<file path="config.mk">
export PLATFORM = sky130hd
export DESIGN_NAME = shortest_first_request_queue
export DESIGN_NICKNAME = d
export VERILOG_FILES = /design/src/sfq_pkg.sv /design/src/sfq_cell.sv /design/src/shortest_first_request_queue.sv
export SDC_FILE = /design/constraint.sdc
export NUM_CORES = 2
export LEC_CHECK = 0
export BUFFER_PORTS_ARGS = -buffer_cell sky130_fd_sc_hd__buf_2
export CELL_PAD_IN_SITES_DETAIL_PLACEMENT = 0
export CELL_PAD_IN_SITES_GLOBAL_PLACEMENT = 1
export CORE_UTILIZATION = 51
export DETAILED_ROUTE_END_ITERATION = 10
export PLACE_DENSITY = 0.94
export SLEW_MARGIN = 0
export SYNTH_ARGS = -nofsm -noshare
export SYNTH_HDL_FRONTEND = slang
export SYNTH_SLANG_ARGS = --single-unit
</file>
<file path="constraint.sdc">
create_clock -name aclk -period 21.5 [get_ports aclk]
set_input_delay 2.15 -clock aclk [delete_from_list [all_inputs] [get_ports aclk]]
set_output_delay 2.15 -clock aclk [all_outputs]
set_load 0.02 [all_outputs]
</file>
<file path="src/sfq_pkg.sv">
// ----------------------------------------------------------------------------
// sfq_pkg
// Shared types and constants of the shortest-first request queue: built
// depth, field widths, request and response structs, cell control struct.
// ----------------------------------------------------------------------------
package sfq_pkg;

    localparam int DEPTH     = 16;
    localparam int SIZE_BITS = 32;
    localparam int TAG_BITS  = 16;
    localparam int CNT_W     = $clog2(DEPTH + 1);
    localparam int CAP_W     = 5;
    localparam int ADDR_W    = 3;
    localparam int DATA_W    = 32;

    localparam logic OP_PUT = 1'b0;
    localparam logic OP_GET = 1'b1;

    localparam logic REG_SCHED_MODE = 1'b0;
    localparam logic REG_CAPACITY   = 1'b1;

    localparam logic [CAP_W-1:0] CAPACITY_RESET = CAP_W'(DEPTH);

    typedef struct packed {
        logic                 op;
        logic [SIZE_BITS-1:0] file_size;
        logic [TAG_BITS-1:0]  request_tag;
    } req_t;

    typedef struct packed {
        logic                 ok;
        logic [SIZE_BITS-1:0] out_file_size;
        logic [TAG_BITS-1:0]  out_tag;
        logic [CNT_W-1:0]     occupancy;
    } rsp_t;

    typedef struct packed {
        logic [SIZE_BITS-1:0] size;
        logic [TAG_BITS-1:0]  tag;
    } entry_t;

    typedef struct packed {
        logic   put;
        logic   get;
        logic   sort;
        entry_t item;
    } cell_ctl_t;

endpackage

</file>
<file path="src/sfq_cell.sv">
// ----------------------------------------------------------------------------
// sfq_cell
// One queue slot. Holds one entry, compares it with the incoming request,
// and takes its next value from itself, a neighbor or the new request.
// ----------------------------------------------------------------------------
module sfq_cell
    import sfq_pkg::*;
(
    input  logic      aclk,
    input  cell_ctl_t ctl,
    input  logic      occupied,
    input  logic      at_tail,
    input  logic      left_shift,
    input  entry_t    left_entry,
    input  entry_t    right_entry,
    input  logic      tail_in,
    output entry_t    entry,
    output logic      shift,
    output logic      tail_out
);

    entry_t entry_reg;
    entry_t entry_next;
    logic   larger;

    assign larger   = entry_reg.size > ctl.item.size;
    assign tail_out = !occupied || (larger && tail_in);
    assign shift    = ctl.put && ctl.sort && occupied && larger && tail_in;
    assign entry    = entry_reg;

    always_comb begin
        entry_next = entry_reg;
        if (ctl.get) begin
            entry_next = right_entry;
        end else if (ctl.put) begin
            if (left_shift) begin
                entry_next = left_entry;
            end else if (shift || at_tail) begin
                entry_next = ctl.item;
            end
        end
    end

    always_ff @(posedge aclk) begin
        entry_reg <= entry_next;
    end

endmodule

</file>
<file path="src/shortest_first_request_queue.sv">
// ----------------------------------------------------------------------------
// shortest_first_request_queue
// Bounded request queue with first-come or smallest-size-first ordering,
// built as a row of slot cells.
// ----------------------------------------------------------------------------
// Takes one request per cycle while s_ready is high; its response is registered
// and appears the cycle after acceptance. All slots update together: on a get
// every slot takes its right neighbor, on a sorted put the slots holding a
// trailing run of larger sizes move one place back and the new request drops
// into the gap. That trailing-run test ripples through the whole row of DEPTH
// cells and sets the cycle time. A put to a full queue and a get from an
// empty queue answer ok=0 with zero data. Write configuration only while idle.
module shortest_first_request_queue
    import sfq_pkg::*;
(
    input  logic              aclk,
    input  logic              aresetn,
    input  logic              s_valid,
    output logic              s_ready,
    input  req_t              s_data,
    output logic              m_valid,
    input  logic              m_ready,
    output rsp_t              m_data,
    input  logic              psel,
    input  logic              penable,
    input  logic              pwrite,
    input  logic [ADDR_W-1:0] paddr,
    input  logic [DATA_W-1:0] pwdata,
    output logic [DATA_W-1:0] prdata,
    output logic              pready
);

    logic             mode_reg;
    logic [CAP_W-1:0] cap_reg;
    logic [CNT_W-1:0] count_reg;
    logic [CNT_W-1:0] count_next;
    logic             m_valid_reg;
    rsp_t             m_data_reg;
    rsp_t             m_data_next;
    logic             accept;
    logic             put_ok;
    logic             get_ok;
    logic [CNT_W-1:0] limit;
    cell_ctl_t        ctl;
    logic             cfg_wr;

    entry_t           entry  [DEPTH];
    logic             shift  [DEPTH];
    logic             tail   [DEPTH+1];

    assign pready  = 1'b1;
    assign cfg_wr  = psel && penable && pwrite;
    assign prdata  = (paddr[2] == REG_CAPACITY) ? DATA_W'(cap_reg) : DATA_W'(mode_reg);

    always_ff @(posedge aclk) begin
        if (!aresetn) begin
            mode_reg <= 1'b0;
            cap_reg  <= CAPACITY_RESET;
        end else if (cfg_wr) begin
            unique case (paddr[2])
                REG_SCHED_MODE: mode_reg <= pwdata[0];
                REG_CAPACITY:   cap_reg  <= pwdata[CAP_W-1:0];
                default:        mode_reg <= mode_reg;
            endcase
        end
    end

    always_comb begin
        if (cap_reg == '0) begin
            limit = CNT_W'(1);
        end else if (CNT_W'(cap_reg) > CNT_W'(DEPTH)) begin
            limit = CNT_W'(DEPTH);
        end else begin
            limit = CNT_W'(cap_reg);
        end
    end

    assign s_ready = !m_valid_reg || m_ready;
    assign accept  = s_valid && s_ready;
    assign put_ok  = accept && (s_data.op == OP_PUT) && (count_reg < limit);
    assign get_ok  = accept && (s_data.op == OP_GET) && (count_reg != '0);

    assign ctl.put       = put_ok;
    assign ctl.get       = get_ok;
    assign ctl.sort      = mode_reg;
    assign ctl.item.size = s_data.file_size;
    assign ctl.item.tag  = s_data.request_tag;

    assign tail[DEPTH] = 1'b1;

    for (genvar i = 0; i < DEPTH; i++) begin : g_cell
        sfq_cell u_cell (
            .aclk        (aclk),
            .ctl         (ctl),
            .occupied    (CNT_W'(i) < count_reg),
            .at_tail     (CNT_W'(i) == count_reg),
            .left_shift  ((i == 0) ? 1'b0 : shift[(i == 0) ? 0 : i-1]),
            .left_entry  ((i == 0) ? ctl.item : entry[(i == 0) ? 0 : i-1]),
            .right_entry ((i == DEPTH-1) ? entry[i] : entry[(i == DEPTH-1) ? i : i+1]),
            .tail_in     (tail[i+1]),
            .entry       (entry[i]),
            .shift       (shift[i]),
            .tail_out    (tail[i])
        );
    end

    always_comb begin
        count_next = count_reg;
        if (put_ok) begin
            count_next = count_reg + CNT_W'(1);
        end else if (get_ok) begin
            count_next = count_reg - CNT_W'(1);
        end
        m_data_next.ok            = put_ok || get_ok;
        m_data_next.out_file_size = get_ok ? entry[0].size : '0;
        m_data_next.out_tag       = get_ok ? entry[0].tag : '0;
        m_data_next.occupancy     = count_next;
    end

    always_ff @(posedge aclk) begin
        if (!aresetn) begin
            count_reg   <= '0;
            m_valid_reg <= 1'b0;
        end else begin
            count_reg <= count_next;
            if (accept) begin
                m_valid_reg <= 1'b1;
            end else if (m_ready) begin
                m_valid_reg <= 1'b0;
            end
        end
    end

    always_ff @(posedge aclk) begin
        if (accept) begin
            m_data_reg <= m_data_next;
        end
    end

    assign m_valid = m_valid_reg;
    assign m_data  = m_data_reg;

`ifndef SYNTHESIS
    a_count_bound: assert property (@(posedge aclk) disable iff (!aresetn)
        count_reg <= CNT_W'(DEPTH))
        else $error("queue count beyond depth");

    a_occ_match: assert property (@(posedge aclk) disable iff (!aresetn)
        m_valid_reg |-> (m_data_reg.occupancy == count_reg))
        else $error("response occupancy differs from held count");

    a_empty_get: assert property (@(posedge aclk) disable iff (!aresetn)
        (accept && (s_data.op == OP_GET) && (count_reg == '0)) |=>
            (!m_data_reg.ok && (m_data_reg.out_tag == '0)))
        else $error("get from empty queue reported data");

    a_put_grows: assert property (@(posedge aclk) disable iff (!aresetn)
        put_ok |=> (count_reg == $past(count_reg) + CNT_W'(1)))
        else $error("stored put did not advance count");
`endif

endmodule
</file>
==> summary.md <==
| Metric | Value |
|---|---|
| Post-synth top flop | `edfxtp_1` |
| Yosys top cell by area | `edfxtp_1` |
| Setup crit start kind | `primary input` |
| Max reg flops | `about 770` |
| Post-cts resize count | `0` |
| First-pass GRT wire length | `about 250 mm` |
| PwrDens | `84.26 nW/um2` |
| Htree depth | `3` |
| Yosys cell types | `a little over 70` |
| Max Fclk | `114.0 MHz` |
| DIE WIDTH | `325.5 um` |
| Io pins | `180` |
| Final ANT Viol Nets | `0` |
| Total gr overflow | `0` |
| Clock Skew | `between 50 and 60 ps` |
| Post-CTS Hold Fix Bufs | `0` |
| Aggregate global-route resource usage | `0.3043` |
| Mapped Area | `about 53000 um2` |
| Slowest stage delay, CP | `770 ps` |
| Initial antenna violation count | `22` |
| Reg-to-reg slack, setup | `~15000 ps` |
| Delay-heaviest family, CP | `compound AO/OA/AOI/OAI gates` |
| Reg2Reg Depth | `14` |
| WHS Path Cells | `2` |
| Final core utilization | `0.5600` |
| Worst-path fanout max | `38` |
| Top area cells in the synthesized netlist | `edfxtp_1 (46%), ha_1 (12%), mux2i_1 (7.4%)` |
| Final-report hold violation count | `0` |
| CTS Sinks | `around 830` |
| Worst Setup End Kind | `flip-flop` |
| Worst slew pin tran | `about 1200 ps` |
| Final weighted congestion in routability-driven placement | `about 0.97` |
| Mapped Cells | `5293` |
| Core box area | `roughly 100000 um2` |
| Initial core utilization | `0.5149` |
| Synth warnings | `0` |
| Initial drt markers | `about 5600` |
| Remaining DRCs | `0` |
| CP max-delay cell | `o21ai_4` |
| Die ar. | `around 110000 um2` |
| Largest net degree at the start of global routing | `~270` |
| Path category of the worst min-delay check | `reg -> reg` |
| Worst skew pair latency | `around 700 ps` |
| Hold path start | `cap_reg[4]` |
| Wire length per cell | `between 20 and 25 um` |
| Bufs and invs on worst path | `4` |
| Total Wirelength | `roughly 160 mm` |
| Cts bufs inserted | `89` |
| Outcome | `complete, no violations` |
| Port Buffer Count | `approximately 120` |
| Crit path time final | `between 8000 and 9000 ps` |
| Post-placement cell area | `55150 um2` |
| VDD IR max | `0.06514 mV` |
| Commonest non-fill, non-tap cell in the layout | `edfxtp_1` |
| Arrival time worst endpoint | `between 9000 and 10000 ps` |
| Number of synthesized flops with an enable pin | `just over 800` |
| Slew margin rel. | `0.1765` |
| RSZ-0062 raised after global routing | `no` |
| CTS tree | `built` |
| Row cnt | `118` |
| Leakage | `21.00 nW` |
| Syn Area/Cell | `approximately 10 um2` |
| Worst r2r dst | `g_cell[6].u_cell.entry[36]` |
| Final setup violation count | `0` |
| DP HPWL | `between 100 and 150 mm` |
| CP cell instances | `buf_2 -> inv_1 -> ha_1 -> nand3_1 -> nor3_1 -> o2111ai_1 -> a31oi_1 -> a211oi_1 -> a31oi_1 -> o32ai_1 -> a211o_2 -> buf_4 -> nor2_1 -> nor4_1 -> o21ai_4 -> buf_4` |
| Period utilisation layout | `0.4080` |
| Die Y | `325.5 um` |
| Post-CTS Setup Repair Bufs | `0` |
| NumNets Final | `a little under 6000` |
| Via count | `43780` |
| Most frequent cells in the layout | `edfxtp_1 (822), nand2_1 (672), ha_1 (521)` |
| Tot Pwr | `a little under 5 mW` |
| Share of layout cells above drive strength 1 | `0.08065` |
| Synth Register Bits | `approximately 830` |
| Routed vias/inst | `roughly 6.5` |
| Max Slew Vio Count | `0` |
| Sequential fraction of the synthesis area | `0.4670` |
| Post-synth top area share | `0.4625` |
| Worst hold path endpoint | `cap_reg[4]` |
| Max_cap viols | `0` |
| Crit path kind | `in -> reg` |
| Vias in the first global route | `between 40000 and 50000` |
| Critical Path RT | `21810 ps` |
| FFs w/ async S/R, synth | `0` |
| Final instance area | `58050 um2` |
| Max Buffers Root-to-Sink | `3` |
| Clock Root Buffer | `clkbuf_16` |
| Area growth, synth to finish | `8.766%` |
| Reg-to-reg critical path startpoint | `g_cell[8].u_cell.entry[30]` |
| Clk slew on worst S/H paths | `70 ps` |
| Final setup TNS | `0 ps` |
| DRT Pass-1 Iters | `8` |
synth_stat cells, types with 10 or more instances:
master / count
nor4_1: 12
nand2_1: 675
buf_1: 10
ha_1: 521
mux2i_1: 395
dfxtp_1: 12
o31ai_1: 38
nand4_1: 95
o221ai_1: 10
edfxtp_1: 822
a21o_1: 44
o21a_1: 15
mux2_2: 17
o221a_1: 20
buf_4: 32
and2_1: 59
buf_2: 38
a31oi_1: 78
a221o_1: 24
o221a_2: 28
and4_1: 13
nand2b_1: 111
clkbuf_1: 298
o21ai_1: 39
nand3_1: 125
a21oi_1: 362
nor3_1: 182
a2111oi_0: 10
nor2_1: 415
a211oi_1: 36
nor2b_1: 20
inv_1: 77
o21ai_0: 469
o211ai_1: 85
worst reg2reg max path, cell delays in order, from the launching register on:
cell and delay, ps:
edfxtp_1 430, ha_1 320, nand3_1 110, nor3_1 630
o2111ai_1 400, a31oi_1 360, a211oi_1 130, a31oi_1 550
o32ai_1 230, a211o_2 760, buf_4 400, nor2_1 490
nor4_1 180, o21ai_4 770, buf_4 590
stage by stage:
| stage | cells | setup WS [ps] | hold WS, ps |
|---|---|---|---|
| after floorplan | 5319 | 11500 | 458.9 |
| after global placement | 6525 | 12500 | 481.5 |
| after detailed placement | 6525 | 12380 | 480.3 |
| after CTS | 6687 | 13070 | 497.7 |
| after global routing | 6687 | 12630 | 509.5 |
| final | 6693 | 12730 | 499.5 |
where the power goes:
group | internal (mW) | switching, mW | leakage, nW | total [mW]
Sequential | 2.08 | 0.147 | 7.64 | 2.23
Clock | 0.860 | 0.708 | 1.39 | 1.57
Combinational | 0.347 | 0.750 | 12.0 | 1.10
how the worst max path moves through the flow:
stage,cells after the start,startpoint,slack [ps],end
finish,16,s_data[30],12730,g_cell[6].u_cell.entry[36]
global route,17,s_data[46],12630,g_cell[6].u_cell.entry[36]
CTS,16,s_data[17],13070,g_cell[6].u_cell.entry[36]
detailed placement,16,s_data[17],12380,g_cell[6].u_cell.entry[42]
global placement,16,s_data[17],12500,g_cell[6].u_cell.entry[42]
floorplan,11,m_ready,11500,g_cell[12].u_cell.entry[0]
cells by family (layout without fill, tap and decap cells):
family                   count (synthesis)  in the layout  share of synthesized area
AO/OA/AOI/OAI                         1319           1319                     0.1494
XOR/XNOR                                 4              4                  0.0006566
adder cells (fa/ha/maj)                521            521                     0.1221
buffers and inverters                  458            446                    0.03578
flip-flops                             834            834                     0.4670
multiplexers                           412            412                    0.07767
other                                    2             34                  0.0001407
AND/OR/NAND/NOR                       1743           1743                     0.1472
final cells by class:
| cell class | count | area (um2) |
|---|---|---|
| fill | 8884 | 45600 |
| multi-input combinational | 4027 | 26920 |
| sequential | 834 | 24920 |
| clock buffer | 111 | 2310 |
| tap | 1380 | 1727 |
| timing repair buffer | 207 | 1286 |
| clock inverter | 51 | 574.3 |
| inverter | 77 | 289.0 |
| antenna | 6 | 15.01 |
routing by layer:
layer  share of wire  vias up  track usage  routed length [um]
met1            0.40    21230       0.4105               66630
met4           0.047       32       0.1299                7773
li1                -    19670            -                   -
met5          0.0012        -            0                 199
met3            0.10      467      0.05866               16590
met2            0.45     2386       0.4780               73720
Note: power is estimated with default switching activity, not from simulation.
